**config.mk**
```make
export PLATFORM = sky130hd
export DESIGN_NAME = tcgr_queue
export DESIGN_NICKNAME = d
export VERILOG_FILES = /design/src/tcgr_pkg.sv /design/src/tcgr_queue.sv
export SDC_FILE = /design/constraint.sdc
export NUM_CORES = 1
export LEC_CHECK = 0
export BUFFER_PORTS_ARGS = -buffer_cell sky130_fd_sc_hd__buf_2
export CORE_UTILIZATION = 56
export DETAILED_ROUTE_END_ITERATION = 10
export PLACE_DENSITY = 0.86
export REMOVE_ABC_BUFFERS = 1
export SYNTH_ARGS = -nofsm -noshare
export SYNTH_HDL_FRONTEND = slang
export SYNTH_SLANG_ARGS = --single-unit
```
**constraint.sdc**
```tcl
create_clock -name clk -period 4.5 [get_ports clk]
set_input_delay 0.45 -clock clk [delete_from_list [all_inputs] [get_ports clk]]
set_output_delay 0.45 -clock clk [all_outputs]
set_load 0.005 [all_outputs]
```
**src/tcgr_pkg.sv**
```systemverilog
`timescale 1ns / 1ps
package tcgr_pkg;

    localparam int GLYPH_ROWS      = 16;
    localparam int MAX_TEXT_COLS   = 256;
    localparam int MAX_TEXT_ROWS   = 64;
    localparam int MAX_LINE_STRIDE = 4096;
    localparam int MIN_LINE_STRIDE = 8;

    localparam int FONT_DEPTH  = 4096;
    localparam int FONT_AW     = $clog2(FONT_DEPTH);
    localparam int GROW_W      = $clog2(GLYPH_ROWS);
    localparam int COL_W       = 9;
    localparam int ROW_W       = 6;
    localparam int CFG_COLS_W  = 9;
    localparam int CFG_ROWS_W  = 7;
    localparam int STRIDE_W    = 13;
    localparam int PIX_W       = 22;
    localparam int COLOR_W     = 32;
    localparam int CODE_W      = 8;
    localparam int QUEUE_DEPTH = 2;

    localparam logic [CODE_W-1:0] CHAR_NL = 8'h0A;
    localparam logic [CODE_W-1:0] CHAR_CR = 8'h0D;

    localparam logic REQ_CHAR    = 1'b0;
    localparam logic REQ_FONT    = 1'b1;
    localparam logic KIND_PIXELS = 1'b0;
    localparam logic KIND_SCROLL = 1'b1;

    typedef enum logic [2:0] {
        REG_FG,
        REG_BG,
        REG_COLS,
        REG_ROWS,
        REG_STRIDE
    } reg_index_t;

    typedef enum logic [1:0] {
        CMD_FONT,
        CMD_SCROLL,
        CMD_DRAW,
        CMD_SCROLL_DRAW
    } cmd_op_t;

    typedef enum logic [1:0] {
        ST_IDLE,
        ST_SCROLL,
        ST_LEFT,
        ST_RIGHT
    } back_state_t;

    typedef struct packed {
        cmd_op_t               op;
        logic [ROW_W-1:0]      row;
        logic [COL_W-1:0]      col;
        logic [CODE_W-1:0]     code;
        logic [FONT_AW-1:0]    font_index;
        logic [7:0]            font_bits;
    } cmd_t;

    typedef struct packed {
        logic [COLOR_W-1:0]    fg;
        logic [COLOR_W-1:0]    bg;
        logic [COL_W-1:0]      cols;
        logic [ROW_W:0]        rows;
        logic [STRIDE_W-1:0]   stride;
    } cfg_t;

endpackage

```
**src/tcgr_queue.sv**
```systemverilog
`timescale 1ns / 1ps
module tcgr_queue (
    input  logic           clk,
    input  logic           rst_n,
    input  logic           push,
    input  tcgr_pkg::cmd_t push_cmd,
    output logic           full,
    input  logic           pop,
    output tcgr_pkg::cmd_t head,
    output logic           empty
);
    import tcgr_pkg::*;

    localparam int PTR_W = (QUEUE_DEPTH > 1) ? $clog2(QUEUE_DEPTH) : 1;
    localparam int CNT_W = $clog2(QUEUE_DEPTH + 1);

    cmd_t             slot_reg [QUEUE_DEPTH];
    logic [PTR_W-1:0] wr_ptr_reg, wr_ptr_next;
    logic [PTR_W-1:0] rd_ptr_reg, rd_ptr_next;
    logic [CNT_W-1:0] count_reg, count_next;

    always_ff @(posedge clk or negedge rst_n)
    begin
        if (!rst_n)
        begin
            wr_ptr_reg <= '0;
            rd_ptr_reg <= '0;
            count_reg  <= '0;
        end
        else
        begin
            wr_ptr_reg <= wr_ptr_next;
            rd_ptr_reg <= rd_ptr_next;
            count_reg  <= count_next;
        end
    end

    always_ff @(posedge clk)
    begin
        if (push)
        begin
            slot_reg[wr_ptr_reg] <= push_cmd;
        end
    end

    always_comb
    begin
        full        = (count_reg == CNT_W'(QUEUE_DEPTH));
        empty       = (count_reg == '0);
        head        = slot_reg[rd_ptr_reg];
        wr_ptr_next = wr_ptr_reg;
        rd_ptr_next = rd_ptr_reg;
        count_next  = count_reg;
        if (push)
        begin
            wr_ptr_next = (wr_ptr_reg == PTR_W'(QUEUE_DEPTH - 1)) ? '0
                                                                  : PTR_W'(wr_ptr_reg + 1'b1);
        end
        if (pop)
        begin
            rd_ptr_next = (rd_ptr_reg == PTR_W'(QUEUE_DEPTH - 1)) ? '0
                                                                  : PTR_W'(rd_ptr_reg + 1'b1);
        end
        if (push && !pop)
        begin
            count_next = CNT_W'(count_reg + 1'b1);
        end
        else if (pop && !push)
        begin
            count_next = CNT_W'(count_reg - 1'b1);
        end
    end

endmodule

```
==> results_dict.tcl <==
set metrics [dict create \
    outcome "completed" \
    antenna_left 0 \
    drive_gt1_share_pct 59.2 \
    power_leakage_uw 0.00178 \
    largest_reg_flops 90 \
    crit_family "flip-flops" \
    ir_drop_mv 0.381 \
    relSlewSlack_pct 27.4 \
    via_per_inst 5.14 \
    cts_num_sinks 94 \
    r2r.worst_path.cells 2 \
    yosys.area.top_type "edfxtp_1" \
    grt_use_total_pct 16.5 \
    finalSetupTns_ns 0 \
    path_class "flop to primary output" \
    share_seq_of_total_power_pct 49.9 \
    core-area_um2 6100 \
    grt-ovfl-total 0 \
    fin_nets 310 \
    crit_chain "buf_4 > mux2_2 > buf_2" \
    ys_seq_area_share_pct 77.1 \
    p_switching_uw 656 \
    syn_area_um2 3630 \
    rows 28 \
    root_buffer "clkbuf_8" \
    hold_depth 1 \
    final_common_cell "buf_2" \
    fp.dieW_um 82.6 \
    crit_required_ns 4.05 \
    critPathCaptureType "primary output" \
    io_buffers 95 \
    num_vias 1749 \
    clkTransAtPathRegs_ns 0.08 \
    synth-seq-cells 94 \
    syn_inst 156 \
    pwr-share-clk_pct 22.1 \
    rsz0062_at_grt "false" \
    fin_crit_sh_pct 59.0 \
    p_per_area_nw_per_um2 589 \
    grt_pass1_vias 1777 \
    drv_cap 0 \
    tightest_slew_ns 1.09 \
    slowest_stage "dfrtp_2" \
    drc 0 \
    finalSetupViolCount 0 \
    whs_ns 0.297 \
    rrSetupSlack_ns 2.75 \
    drt_iter0_drc 46 \
    synth.avg_cell_area_um2 23.3 \
    start_util_pct 59.6 \
    holdCritPathClass "input port to flop" \
    max_freq_mhz 377 \
    slowest_delay_ns 0.89 \
    internal_power_uw 1900 \
    area_growth_syn_to_layout_pct 19.7 \
    switching_share_pct 25.6 \
    dp_cells 323 \
    final_hold_viol_count 0 \
    die_h_um 82.6 \
    drv_slew 0 \
    pin_count 96 \
    layout_common_cells "buf_2 (95), edfxtp_1 (90), mux2_4 (39), clkbuf_8 (9), mux2_2 (6)" \
    ys_warn_count 0 \
    start_kind "flop" \
    pwr-share-comb_pct 28.1 \
    die_area_um2 6810 \
    n_fill_cell 402 \
    cts-buffers-inserted 9 \
    antenna_found_initial 0 \
    insertion_delay_ns 0.34 \
    avgRoutedWirePerCell_um 16.2 \
    critical_path_buf_inv_count 2 \
    finalWirelength_um 5500 \
    min_to "slot_reg[1][16]" \
    dr.pass1.iters 4 \
    worstPathArrival_ns 2.20 \
    synth_top_area_share_pct 74.4 \
    cts_tree "built" \
    clock_skew_ns 0.00440 \
    fin_cells 340 \
    ys_types 13 \
    hpwl_um 3700 \
    r2r-end "slot_reg[0][24]" \
    post_cts_buffers 0 \
    r2r_start "wr_ptr_reg" \
    period_minus_slack_ns 2.65 \
    crit_path_start "rd_ptr_reg" \
    hp-start "push_cmd[16]" \
    critPathMaxFanout 26 \
    ctsHtreeMaxLevel 3 \
    cts_buffer_depth 2 \
    grt_pass1_wl_um 7960 \
    finalPower_uw 2560 \
    grt_max_degree 46 \
    synth_area_leaders "edfxtp_1 (74%), mux2_4 (16%), dfrtp_1 (2.8%)" \
    n_antenna_cell 0 \
    gp_congestion 0.641 \
]
[routing by layer]
layer  routed length, um  global-route usage (%)  share of wire [%]
met4                  73                    7.41                1.3
met3                 448                    5.16                8.1
met1                2180                    18.5                 40
met2                2800                    28.8                 51
met5                   0                       0                  0
[what timing repair did]
item | in CTS | in global routing
resized for setup | 0 | 0
endpoints found under the setup margin | 0 | 0
endpoints found under the hold margin | 4 | 0
hold buffers | 1 | 0
[cell usage after synthesis, drive strengths merged]
cell type and count:
xnor2 1, mux2 45, xor2 4, edfxtp 90, buf 5, dfrtp 4, ha 1, nor2b 2
and2 1, nor2 2, inv 1
[how the worst max path moves through the flow]
stage | endpoint | slack, ns | depth (start not counted)
after global routing | head[30] | 1.71 | 3
after detailed placement | head[31] | 2.17 | 3
after floorplan | slot_reg[0][0] | 1.59 | 1
after CTS | head[31] | 1.80 | 3
after global placement | head[25] | 2.18 | 3
final | head[31] | 1.85 | 3
[area by class of cell]
class                   count  area (um^2)  share of cell area, %
repair buffers             98          500                   11.5
multi-input cells          56          744                   17.1
well taps                  75         93.8                   2.16
clock buffers              10          128                   2.93
clock inverters             6         76.3                   1.75
flip-flops and latches     94         2800                   64.5
inverters                   1         3.75                 0.0863
[power by group through the flow]
stage                     Combinational, uW  Sequential [uW]  Clock [uW]
after global placement                  718             1290           0
final                                   719             1280         565
after floorplan                         463             1310           0
after global routing                    788             1300         605
after CTS                               734             1280         577
after detailed placement                731             1300           0
[metrics by stage]
stage	setup slack [ns]	utilization, %	area, um^2
finish	1.85	71.4	4350
global route	1.71	71.4	4350
CTS	1.80	71.4	4350
detailed placement	2.17	67.9	4140
global placement	2.18	67.9	4140
floorplan	1.59	-	3540
[logic make-up (layout without fill, tap and decap cells)]
family,Yosys count,count (layout),synth area share (%)
XOR/XNOR,5,5,1.21
adder cells (fa/ha/maj),1,1,0.344
buffers and inverters,6,115,2.62
flip-flops,94,94,77.1
multiplexers,45,45,18.0
AND/OR/NAND/NOR,5,5,0.723
No activity file was read; power rests on OpenSTA's default activity.
