**src/tcgr_pkg.sv**
```systemverilog
`timescale 1ns / 1ps
package tcgr_pkg;

    localparam int GLYPH_ROWS      = 16;
    localparam int MAX_TEXT_COLS   = 256;
    localparam int MAX_TEXT_ROWS   = 64;
    localparam int MAX_LINE_STRIDE = 4096;
    localparam int MIN_LINE_STRIDE = 8;

    localparam int FONT_DEPTH  = 4096;
    localparam int FONT_AW     = $clog2(FONT_DEPTH);
    localparam int GROW_W      = $clog2(GLYPH_ROWS);
    localparam int COL_W       = 9;
    localparam int ROW_W       = 6;
    localparam int CFG_COLS_W  = 9;
    localparam int CFG_ROWS_W  = 7;
    localparam int STRIDE_W    = 13;
    localparam int PIX_W       = 22;
    localparam int COLOR_W     = 32;
    localparam int CODE_W      = 8;
    localparam int QUEUE_DEPTH = 2;

    localparam logic [CODE_W-1:0] CHAR_NL = 8'h0A;
    localparam logic [CODE_W-1:0] CHAR_CR = 8'h0D;

    localparam logic REQ_CHAR    = 1'b0;
    localparam logic REQ_FONT    = 1'b1;
    localparam logic KIND_PIXELS = 1'b0;
    localparam logic KIND_SCROLL = 1'b1;

    typedef enum logic [2:0] {
        REG_FG,
        REG_BG,
        REG_COLS,
        REG_ROWS,
        REG_STRIDE
    } reg_index_t;

    typedef enum logic [1:0] {
        CMD_FONT,
        CMD_SCROLL,
        CMD_DRAW,
        CMD_SCROLL_DRAW
    } cmd_op_t;

    typedef enum logic [1:0] {
        ST_IDLE,
        ST_SCROLL,
        ST_LEFT,
        ST_RIGHT
    } back_state_t;

    typedef struct packed {
        cmd_op_t               op;
        logic [ROW_W-1:0]      row;
        logic [COL_W-1:0]      col;
        logic [CODE_W-1:0]     code;
        logic [FONT_AW-1:0]    font_index;
        logic [7:0]            font_bits;
    } cmd_t;

    typedef struct packed {
        logic [COLOR_W-1:0]    fg;
        logic [COLOR_W-1:0]    bg;
        logic [COL_W-1:0]      cols;
        logic [ROW_W:0]        rows;
        logic [STRIDE_W-1:0]   stride;
    } cfg_t;

endpackage

```
**src/tcgr_front.sv**
```systemverilog
`timescale 1ns / 1ps
module tcgr_front (
    input  logic                         clk,
    input  logic                         rst_n,
    input  tcgr_pkg::cfg_t               cfg,
    input  logic                         item_valid,
    output logic                         item_ready,
    input  logic                         req_type,
    input  logic [tcgr_pkg::CODE_W-1:0]  char_code,
    input  logic [tcgr_pkg::FONT_AW-1:0] font_index,
    input  logic [7:0]                   font_bits,
    input  logic                         queue_full,
    output logic                         push,
    output tcgr_pkg::cmd_t               push_cmd
);
    import tcgr_pkg::*;

    logic [COL_W-1:0] col_reg, col_next;
    logic [ROW_W-1:0] row_reg, row_next;
    logic [ROW_W-1:0] last_row, row_fit, draw_row;
    logic [COL_W-1:0] draw_col;
    logic             accept, at_last, wrap;

    always_ff @(posedge clk or negedge rst_n)
    begin
        if (!rst_n)
        begin
            col_reg <= '0;
            row_reg <= '0;
        end
        else
        begin
            col_reg <= col_next;
            row_reg <= row_next;
        end
    end

    always_comb
    begin
        item_ready = !queue_full;
        accept     = item_valid && item_ready;
        last_row   = ROW_W'(cfg.rows - 1'b1);
        // A cursor left below a shrunk screen is pulled up to the last row.
        row_fit    = ({1'b0, row_reg} >= cfg.rows) ? last_row : row_reg;
        at_last    = (row_fit == last_row);
        wrap       = (col_reg >= cfg.cols);
        draw_col   = wrap ? '0 : col_reg;
        draw_row   = (wrap && !at_last) ? ROW_W'(row_fit + 1'b1) : row_fit;

        push                = 1'b0;
        push_cmd.op         = CMD_FONT;
        push_cmd.row        = row_fit;
        push_cmd.col        = draw_col;
        push_cmd.code       = char_code;
        push_cmd.font_index = font_index;
        push_cmd.font_bits  = font_bits;
        col_next            = col_reg;
        row_next            = row_reg;

        if (accept)
        begin
            if (req_type == REQ_FONT)
            begin
                push = 1'b1;
            end
            else if (char_code == CHAR_NL)
            begin
                col_next = '0;
                if (at_last)
                begin
                    push        = 1'b1;
                    push_cmd.op = CMD_SCROLL;
                    row_next    = row_fit;
                end
                else
                begin
                    row_next = ROW_W'(row_fit + 1'b1);
                end
            end
            else if (char_code == CHAR_CR)
            begin
                col_next = '0;
                row_next = row_fit;
            end
            else
            begin
                push         = 1'b1;
                push_cmd.op  = (wrap && at_last) ? CMD_SCROLL_DRAW : CMD_DRAW;
                push_cmd.row = draw_row;
                row_next     = draw_row;
                col_next     = COL_W'(draw_col + 1'b1);
            end
        end
    end

endmodule

```
**config.mk**
```make
export PLATFORM = sky130hd
export DESIGN_NAME = tcgr_front
export DESIGN_NICKNAME = d
export VERILOG_FILES = /design/src/tcgr_pkg.sv /design/src/tcgr_front.sv
export SDC_FILE = /design/constraint.sdc
export NUM_CORES = 1
export LEC_CHECK = 0
export BUFFER_PORTS_ARGS = -buffer_cell sky130_fd_sc_hd__buf_2
export CORE_ASPECT_RATIO = 1.75
export CORE_UTILIZATION = 44
export CTS_BUF_LIST = sky130_fd_sc_hd__clkbuf_4
export CTS_CLUSTER_DIAMETER = 100
export DETAILED_ROUTE_END_ITERATION = 10
export PLACE_DENSITY_LB_ADDON = 0.12
export SLEW_MARGIN = 20
export SYNTH_ARGS = -nofsm -noshare
export SYNTH_HDL_FRONTEND = slang
export SYNTH_SLANG_ARGS = --single-unit
```
**constraint.sdc**
```tcl
create_clock -name clk -period 6.9 [get_ports clk]
set_input_delay 1.38 -clock clk [delete_from_list [all_inputs] [get_ports clk]]
set_output_delay 1.38 -clock clk [all_outputs]
set_load 0.1 [all_outputs]
```
==> results of run 1 <==
## layout make-up
type / count / area (µm²)
multi-input cells: 200 / 1400
fillers: 467 / 2410
repair buffers: 55 / 275
clock buffers: 3 / 22.5
clock inverters: 1 / 5.00
flip-flops and latches: 15 / 375
well taps: 52 / 65.1
inverters: 20 / 75.1
## report_power, final
group          switching [mW]  internal [mW]
registers              0.0186          0.100
logic                   0.234         0.0787
clock network          0.0306         0.0215
## synthesized netlist by cell type (4+ instances only)
library cell | n | share of area (%)
xnor2_1 | 6 | 2.5
buf_4 | 29 | 10
o21a_1 | 4 | 1.4
mux2i_1 | 4 | 1.9
and2_1 | 12 | 3.6
nor2b_1 | 4 | 1.2
clkbuf_1 | 5 | 0.89
ha_1 | 18 | 11
nand2b_1 | 4 | 1.2
inv_1 | 20 | 3.6
nand4_1 | 4 | 1.2
nor3_1 | 9 | 2.1
nand3_1 | 11 | 2.6
a21oi_1 | 6 | 1.4
o211ai_1 | 4 | 1.4
nor2_1 | 15 | 2.7
dfrtp_1 | 15 | 18
o21ai_0 | 25 | 5.9
nand2_1 | 19 | 3.4
xor2_1 | 9 | 3.7
## critical path, stage by stage
cell	delay (ns)
buf_2	0.21
inv_1	0.07
ha_1	0.30
a21o_1	0.15
a31oi_1	0.23
o21a_1	0.26
nor2_1	0.19
o21ai_0	0.50
ha_1	0.32
nand4_1	0.17
nor2_1	0.17
xor2_1	0.16
buf_2	0.45
## cells by family (layout without fill, tap and decap cells)
kind of cell	after synthesis	after routing	share of synthesized area (%)
compound gates	66	66	21.9
xor+xnor	15	15	6.24
fa+ha+maj	18	18	10.7
buf+inv	57	79	15.8
flops	15	15	17.8
mux	5	5	2.44
simple gates	96	96	25.1
## routing by layer
metal / track usage, % / routed length (µm) / vias to the layer above
met4: 10.5 / 131 / 0
li1: - / - / 987
met3: 1.46 / 187 / 18
met2: 42.5 / 2980 / 55
met5: 0 / 0 / -
met1: 22.1 / 1970 / 899
## path summary, 6_finish.rpt
kind | from | endpoint | slack [ns] | cells after the start
worst min-delay path | col_reg[8] | col_reg[8] | 0.57 | 2
max in group asynchronous | rst_n | col_reg[2] | 5.64 | 1
worst max-delay path | cfg[15] | push_cmd[41] | 0.94 | 13
min in group asynchronous | rst_n | col_reg[6] | 0.99 | 1
worst min register to register | col_reg[8] | col_reg[8] | 0.57 | 2
worst max register to register | col_reg[0] | col_reg[8] | 3.44 | 13
==> results by group, run 1 <==
Cells and area
  – Most frequent cells in the layout: buf_2, o21ai_0, inv_1
  – Nets: 439
  – Commonest non-fill, non-tap cell in the layout: buf_2
  – Synth-to-layout area growth: 5.23%
  – Antenna diode count: 0
  – Layout cell share with drive strength beyond 1: 24.1%
  – Design Area, Final: 2220 µm²
  – Post-layout util: 47.9%
  – Fin cells: 346
  – Max FFs per register: 9

Global routing
  – First-pass GRT wire length: 8310 µm
  – Aggregate global routing overflow: 0
  – Largest net degree at the start of global routing: 16
  – Initial antenna violation count: 0
  – All-Layer GR Usage: 22.2%
  – Vias in the first global route: 1871

Timing
  – Final hold violation count: 0
  – Setup WS post-layout: 0.940 ns
  – Peak Freq: 168 MHz
  – Slew @ Worst Pin: 0.961 ns
  – Normalized max-slew margin: 35.7%
  – Final Cycle Share: 86.4%
  – Final-report max-slew violation count: 0
  – Clk_skew: 0.00583 ns
  – # setup viols final: 0
  – Final setup TNS: 0 ns
  – Hold slack: 0.573 ns
  – RSZ-0062 raised after global routing: no
  – Minimum clock period: 5.96 ns

Clock tree
  – H-Tree Depth: 1
  – Worst-Skew Late Latency: 0.29 ns
  – CTS root buf: clkbuf_4
  – Total CTS buffers: 3
  – CTS Hold Bufs: 0
  – Clk sinks: 15
  – CTS-repair resized insts: 0
  – CTS max path bufs: 2
  – Clk slew on worst S/H paths: 0.10 ns
  – CTS tree: yes
  – Postcts setup bufs: 0

Placement
  – Dpl hpwl: 4230 µm
  – RePlAce Congestion: 0.816
  – Post-DP Area: 2190 µm²
  – Worst slack, placed: 0.951 ns
  – IO Port Bufs: 55
  – Placed insts: 342

Synth
  – Main flop type after synthesis: dfrtp_1
  – Post-synthesis cell count: 272
  – Post-synth cell types: 54
  – Post-synth EDFFs: 0
  – Async set-reset flop share out of synthesis: 100%
  – Yosys synthesis warning count: 0
  – Synth Cell Area: 2110 µm²
  – Post-synthesis sequential area ratio: 17.8%
  – Syn Nets: 416
  – Synthesized flop and latch total: 15
  – Mean Syn Cell Area: 7.74 µm²

Power and ir drop
  – Leak: 1.07 nW
  – Worst vdd ir: 228 µV
  – Total power: 0.484 mW
  – Pwr dens: 218 nW/µm²

Drt
  – Antenna-violating nets left: 0
  – # DRC: 0
  – Mean routed wirelength per cell: 15.2 µm
  – 1st-iter DRT viols: 28
  – Post-Route WL: 5270 µm
  – Vias: 1959
  – Drt first pass iters: 4
  – Vias/cell: 5.66

Critical path
  – Worst setup EP type: output port
  – CP max FO: 12
  – Type of the worst setup path: in2out
  – Critical Path RT: 5.52 ns
  – CP arrival: 4.58 ns
  – Startpoint types: primary input

Floorplanning
  – Starting Density: 45.5%
  – Die area: 5080 µm²
  – Num ports: 173
  – Core area: 4620 µm²
  – FP Rows: 33
  – Die Span Y: 93.5 µm
  – DIE WIDTH: 54.3 µm

Outcome
  – Status: finished, final reports clean

Flow run
  – Max_cap viols: 0

Min path
  – Hold Crit Class: reg2reg
Note: power is estimated with default switching activity, not from simulation.
==> run 2, diff against run 1 <==
Settings changed: ABC_AREA set to 1, CORE_UTILIZATION 44 to 45, GPL_TIMING_DRIVEN set to 0.
==> run 2 against run 1 <==
Against the previous run:
- hold slack worse by 0.020 ns
- die area is 3.6% higher
- non-clock buffer count is 55 higher
- synthesized cell count is 32% higher
- synthesized area is 6.1% higher
- setup slack better by 0.63 ns
- sequential share of layout area is 3.1 points lower
- final cell count is 42% higher
- largest power group unchanged
==> results by group, run 2 <==
Outcome
  – Status: finished, final reports clean

Synth
  – Top cells by count, synth: nand2_1, inv_1, nor2_1
  – Area leader, netlist: dfrtp_1
  – Count leader, synth: nand2_1
  – Post-synth cell types: 32 (-41%)
  – Post-synth EDFFs: 0 (unchanged)
  – Mean Syn Cell Area: 6.20 µm² (-20%)
  – Synth Cell Area: 2230 µm² (+6.1%)
  – Post-synthesis sequential area ratio: 16.8% (-1.0 points)
  – Main flop type after synthesis: dfrtp_1
  – Post-synthesis cell count: 360 (+32%)
  – Async set-reset flop share out of synthesis: 100% (unchanged)
  – Area fraction of the dominant cell type after synthesis: 16.8% (-1.0 points)
  – Syn Nets: 504 (+21%)
  – Top post-synthesis cells by area: dfrtp_1, nand2_1, buf_4
  – Yosys synthesis warning count: 0 (unchanged)
  – Synthesized flop and latch total: 15 (unchanged)

Drt
  – Top layer in use: met4
  – Antenna-violating nets left: 0 (unchanged)
  – Metal2 WL: 3250 µm (+9.0%)
  – Vias/cell: 5.15 (-9.1%)
  – # DRC: 0 (unchanged)
  – 1st-iter DRT viols: 44 (+57%)
  – Mean routed wirelength per cell: 11.9 µm (-22%)
  – Met1 wire length: 2190 µm (+11%)
  – Post-Route WL: 5860 µm (+11%)
  – Vias: 2527 (+29%)
  – Drt first pass iters: 4 (unchanged)
  – Met3 WL: 271 µm (+45%)

Global routing
  – Initial antenna violation count: 0 (unchanged)
  – Largest net degree at the start of global routing: 16 (unchanged)
  – All-Layer GR Usage: 22.2% (+0.058 points)
  – Aggregate global routing overflow: 0 (unchanged)
  – First-pass GRT wire length: 9470 µm (+14%)
  – Vias in the first global route: 2268 (+21%)

Cells and area
  – Synth-to-layout area growth: 21.1%
  – Design Area, Final: 2700 µm² (+22%)
  – Antenna diode count: 0 (unchanged)
  – Most frequent cells in the layout: nand2_1, buf_2, inv_1
  – Nets: 584 (+33%)
  – Layout cell share with drive strength beyond 1: 30.1% (+5.9 points)
  – Max FFs per register: 9 (unchanged)
  – Post-layout util: 57.4% (+9.5 points)
  – Commonest non-fill, non-tap cell in the layout: nand2_1

Critical path
  – Type of the worst setup path: in2out
  – Worst setup EP type: output port
  – Setup crit end: push_cmd[41]
  – Critical Path Start: cfg[15]
  – R2R depth: 13 (unchanged)
  – CP max FO: 10 (-2)
  – R2R setup slack: 4.23 ns (+0.79 ns)
  – Startpoint types: primary input
  – Worst r2r dst: col_reg[8]
  – Critical Path RT: 5.52 ns (about the same)
  – CP arrival: 3.95 ns (-0.63 ns)
  – RR Startpoint: col_reg[8]

Timing
  – Hold slack: 0.553 ns (-0.0201 ns)
  – # setup viols final: 0 (unchanged)
  – Slew @ Worst Pin: 0.508 ns (-0.453 ns)
  – Final hold violation count: 0 (unchanged)
  – Peak Freq: 188 MHz (+12%)
  – Minimum clock period: 5.33 ns (-0.631 ns)
  – Final-report max-slew violation count: 0 (unchanged)
  – RSZ-0062 raised after global routing: no
  – Final Cycle Share: 77.2% (-9.1 points)
  – Normalized max-slew margin: 66.4% (+31 points)
  – Final setup TNS: 0 ns (unchanged)
  – Clk_skew: 0.0147 ns (+0.00883 ns)

Clock tree
  – H-Tree Depth: 1 (unchanged)
  – Clk slew on worst S/H paths: 0.11 ns (about the same)
  – CTS root buf: clkbuf_4
  – Worst-Skew Late Latency: 0.29 ns (about the same)
  – CTS tree: yes
  – Postcts setup bufs: 0 (unchanged)
  – Total CTS buffers: 3 (unchanged)
  – CTS-repair resized insts: 0 (unchanged)
  – CTS Hold Bufs: 0 (unchanged)
  – Clk sinks: 15 (unchanged)
  – CTS max path bufs: 2 (unchanged)

Flow run
  – Max_cap viols: 0 (unchanged)

Power and ir drop
  – Leak: 1.56 nW (+46%)
  – Total power: 1.17 mW (+140%)
  – Pwr dens: 433 nW/µm² (+99%)
  – Worst vdd ir: 436 µV (+92%)

Placement
  – RePlAce Congestion: 0.884 (+8.2%)
  – IO Port Bufs: 75 (+36%)
  – Dpl hpwl: 4970 µm (+18%)
  – Post-DP Area: 2670 µm² (+22%)

Floorplanning
  – Core area: 4710 µm² (+1.8%)
  – Num ports: 173 (unchanged)
  – Die area: 5260 µm² (+3.6%)
  – FP Rows: 33 (unchanged)
  – DIE WIDTH: 55.3 µm (+1.8%)
  – Starting Density: 47.4% (+1.9 points)
  – Die Span Y: 95.2 µm (+1.8%)

Min path
  – Hold Crit Class: reg2reg
-- run 2: power breakdown --
group / switching [mW] / total [mW] / internal [mW]
combinational: 0.731 / 0.957 / 0.227
sequential: 0.0371 / 0.158 / 0.121
clock: 0.0308 / 0.0572 / 0.0264
total: 0.798 / 1.17 / 0.374
-- run 2: worst min path at each step --
stage	startpoint	to	slack, ns	depth (start not counted)
finish	col_reg[7]	col_reg[7]	0.55	2
global route	col_reg[7]	col_reg[7]	0.55	2
CTS	col_reg[7]	col_reg[7]	0.54	2
detailed placement	col_reg[7]	col_reg[7]	0.51	2
global placement	col_reg[7]	col_reg[7]	0.51	2
floorplan	col_reg[7]	col_reg[7]	0.47	2
-- run 2: cell families after synthesis --
group	Yosys count	synth area share (%)
compound gates	37	9.97
xor+xnor	7	2.75
fa+ha+maj	18	10.1
buf+inv	91	21.1
flops	15	16.8
simple gates	192	39.3
-- run 2: layer usage --
| layer | up-vias | track usage [%] |
|---|---|---|
| met2 | 85 | 47.0 |
| li1 | 1304 | - |
| met5 | - | 0 |
| met1 | 1127 | 21.7 |
| met3 | 11 | 1.49 |
| met4 | 0 | 8.54 |
-- run 2: metrics by stage --
| stage | cells | setup WS, ns |
|---|---|---|
| after global placement | 487 | 1.64 |
| after global routing | 491 | 1.34 |
| after detailed placement | 487 | 1.59 |
| after CTS | 491 | 1.58 |
| after floorplan | 360 | 1.28 |
| final | 491 | 1.57 |
-- run 2: final cells by class --
cell class	count	area, µm²
multi-input cells	254	1390
repair buffers	75	375
fillers	528	2000
plain buffers	35	262
inverters	56	210
clock buffers	4	30.0
well taps	52	65.1
flip-flops and latches	15	375
-- run 2: critical path: stages --
cell and delay (ns):
buf_2 0.11, inv_1 0.06, ha_1 0.32, a21oi_1 0.14, nand2_1 0.11, nand2_1 0.11
nand3_2 0.11, buf_6 0.17, o21ai_1 0.25, ha_1 0.27, nand2_1 0.07, nand2_1 0.06
nand2_1 0.08, nand3_1 0.07, nand3_1 0.10, o21ai_1 0.10, buf_2 0.44
==> run 3, diff against run 2 <==
Settings changed: ABC_AREA 1 to 0, CORE_UTILIZATION 45 to 37.
Clock period 6.9 ns to 4.45 ns, I/O delays scaled along.
==> run 3 against run 2 <==
Against the previous run:
- final cell count is 13% lower
- hold slack worse by 0.051 ns
- first-iteration DRC count is 52% higher
- wire length is 3.8% lower
- sequential power is 17% higher
- clock-buffer cell count is 1 lower
- clock skew is 0.012 ns lower
- non-clock buffer count is 1 higher
- global-route usage is 2.5 points lower
- largest cell class unchanged
==> results by group, run 3 (synthesis results as in run 1) <==
Min path
  – Hold Crit Class: in2async

Timing
  – Final Cycle Share: 97.5%
  – RSZ-0062 raised after global routing: yes
  – Normalized max-slew margin: 53.1% (-13 points)
  – Peak Freq: 230 MHz
  – Final-report max-slew violation count: 0 (unchanged)
  – # setup viols final: 0 (unchanged)
  – Slew @ Worst Pin: 0.700 ns (+0.192 ns)
  – Clk_skew: 0.00296 ns (-0.0117 ns)
  – Setup WS post-layout: 0.110 ns (-1.46 ns)
  – Final hold violation count: 0 (unchanged)
  – Hold slack: 0.502 ns (-0.0511 ns)
  – Minimum clock period: 4.34 ns

Power and ir drop
  – Worst vdd ir: 271 µV (-38%)
  – Leak: 1.32 nW (-15%)
  – Pwr dens: 329 nW/µm² (-24%)

Cells and area
  – Design Area, Final: 2710 µm² (+0.19%)
  – Most frequent cells in the layout: buf_2, buf_4, o21ai_0
  – Max FFs per register: 9 (unchanged)
  – Synth-to-layout area growth: 28.6%
  – Antenna diode count: 0 (unchanged)
  – Fillers: 601 (+14%)
  – Layout cell share with drive strength beyond 1: 38.3% (+8.2 points)
  – Multi-input gate area: 1490 µm² (+7.1%)
  – Post-layout util: 48.9% (-8.5 points)
  – Nets: 495 (-15%)
  – Fin cells: 426 (-13%)
  – Commonest non-fill, non-tap cell in the layout: buf_2
  – Register Area: 375 µm² (unchanged)

Clock tree
  – CTS Hold Bufs: 0 (unchanged)
  – Worst-Skew Late Latency: 0.29 ns (about the same)
  – H-Tree Depth: 1 (unchanged)
  – Total CTS buffers: 3 (unchanged)
  – CTS root buf: clkbuf_4
  – CTS max path bufs: 2 (unchanged)
  – CTS tree: yes
  – Clk slew on worst S/H paths: 0.10 ns (about the same)
  – Clk sinks: 15 (unchanged)

Global routing
  – Vias in the first global route: 2023 (-11%)
  – All-Layer GR Usage: 19.7% (-2.5 points)
  – First-pass GRT wire length: 9030 µm (-4.6%)
  – Aggregate global routing overflow: 0 (unchanged)
  – Largest net degree at the start of global routing: 16 (unchanged)
  – Initial antenna violation count: 0 (unchanged)

Placement
  – IO Port Bufs: 73 (-2.7%)
  – Placed insts: 421 (-14%)
  – Post-DP Area: 2640 µm² (-1.2%)
  – RePlAce Congestion: 0.818 (-7.5%)
  – Dpl hpwl: 4690 µm (-5.7%)
  – Worst slack, placed: -0.421 ns (-2.01 ns)

Floorplanning
  – Die area: 6010 µm² (+14%)
  – Num ports: 173 (unchanged)
  – Starting Density: 38.0% (-9.4 points)
  – DIE WIDTH: 59.0 µm (+6.8%)
  – Core area: 5540 µm² (+18%)
  – FP Rows: 36 (+9.1%)
  – Die Span Y: 102 µm (+6.9%)

Drt
  – Vias/cell: 5.13 (-0.30%)
  – Vias: 2186 (-13%)
  – 1st-iter DRT viols: 67 (+52%)
  – Post-Route WL: 5630 µm (-3.8%)
  – Antenna-violating nets left: 0 (unchanged)
  – Mean routed wirelength per cell: 13.2 µm (+11%)
  – Drt first pass iters: 4 (unchanged)
  – # DRC: 0 (unchanged)

Outcome
  – Status: finished, final reports clean

Critical path
  – Critical Path RT: 3.56 ns (-1.96 ns)
  – Type of the worst setup path: in2out
  – CP arrival: 3.45 ns (-0.50 ns)
  – Worst setup EP type: output port
  – CP max FO: 9 (-1)
  – Startpoint types: primary input
  – R2R depth: 14 (+1)

Flow run
  – Max_cap viols: 0 (unchanged)
## run 3: cell count changes in the layout (fill, tap and decap cells not counted), moves of 12 or more
cell and delta:
nor2_1 -19, nand3_1 -16, inv_1 -29, o21ai_0 +15, and2_1 +12, nand2_1 -78, nand4_1 -18
## run 3: metrics by stage
| stage | power [mW] | setup TNS (ns) |
|---|---|---|
| finish | 0.891 | 0 |
| global route | 0.945 | -0.0535 |
| CTS | 0.890 | 0 |
| detailed placement | 0.792 | -0.711 |
| global placement | 0.789 | -0.677 |
| floorplan | 0.686 | 0 |
## run 3: report_power, final
part | total [mW] | internal, mW | switching, mW | leakage, nW
Sequential | 0.185 | 0.155 | 0.0299 | 0.202
Combinational | 0.622 | 0.170 | 0.452 | 1.10
Clock | 0.0837 | 0.0334 | 0.0503 | 0.0177
Total | 0.891 | 0.359 | 0.532 | 1.32
## run 3: per-layer routing
layer | routed length (µm) | global-route usage (%) | vias to the layer above | share of wire [%]
met4 | 128 | 9.52 | 0 | 2.3
met1 | 2090 | 20.9 | 1020 | 37
li1 | - | - | 1091 | -
met2 | 3200 | 37.6 | 65 | 57
met3 | 219 | 1.66 | 10 | 3.9
met5 | 0 | 0 | - | 0
## run 3: cell type report
type / count / share of cell area, %
multi-input combinational: 200 / 54.8
timing repair buffer: 74 / 14.5
sequential: 15 / 13.9
buffer: 37 / 9.51
tap: 76 / 3.51
inverter: 20 / 2.77
clock buffer: 3 / 0.831
clock inverter: 1 / 0.185
## run 3: critical path, stage by stage
cell and delay (ns):
buf_4 0.16, inv_1 0.06, ha_1 0.30, a21o_1 0.16, a31oi_1 0.25, o21a_1 0.24
o21ai_0 0.10, o21ai_1 0.18, ha_2 0.29, nand4_1 0.18, nor2_2 0.23, xor2_4 0.17
buf_6 0.24
## run 3: path summary, 6_finish.rpt
check | from | end | slack (ns)
worst max register to register | col_reg[0] | col_reg[8] | 0.80
max in group asynchronous | rst_n | row_reg[0] | 3.67
worst min-delay path | rst_n | col_reg[1] | 0.50
worst min register to register | col_reg[3] | col_reg[3] | 0.56
worst max-delay path | cfg[15] | push_cmd[41] | 0.11
min in group clk | col_reg[3] | col_reg[3] | 0.56
## run 3: repair_timing
| action | 4_1_cts | 5_1_grt |
|---|---|---|
| pin swaps | 1 | 1 |
| resized for setup | 8 | 6 |
| setup buffers | 1 | 0 |
| endpoints found under the hold margin | 0 | 0 |
| setup endpoints to repair | 4 | 5 |
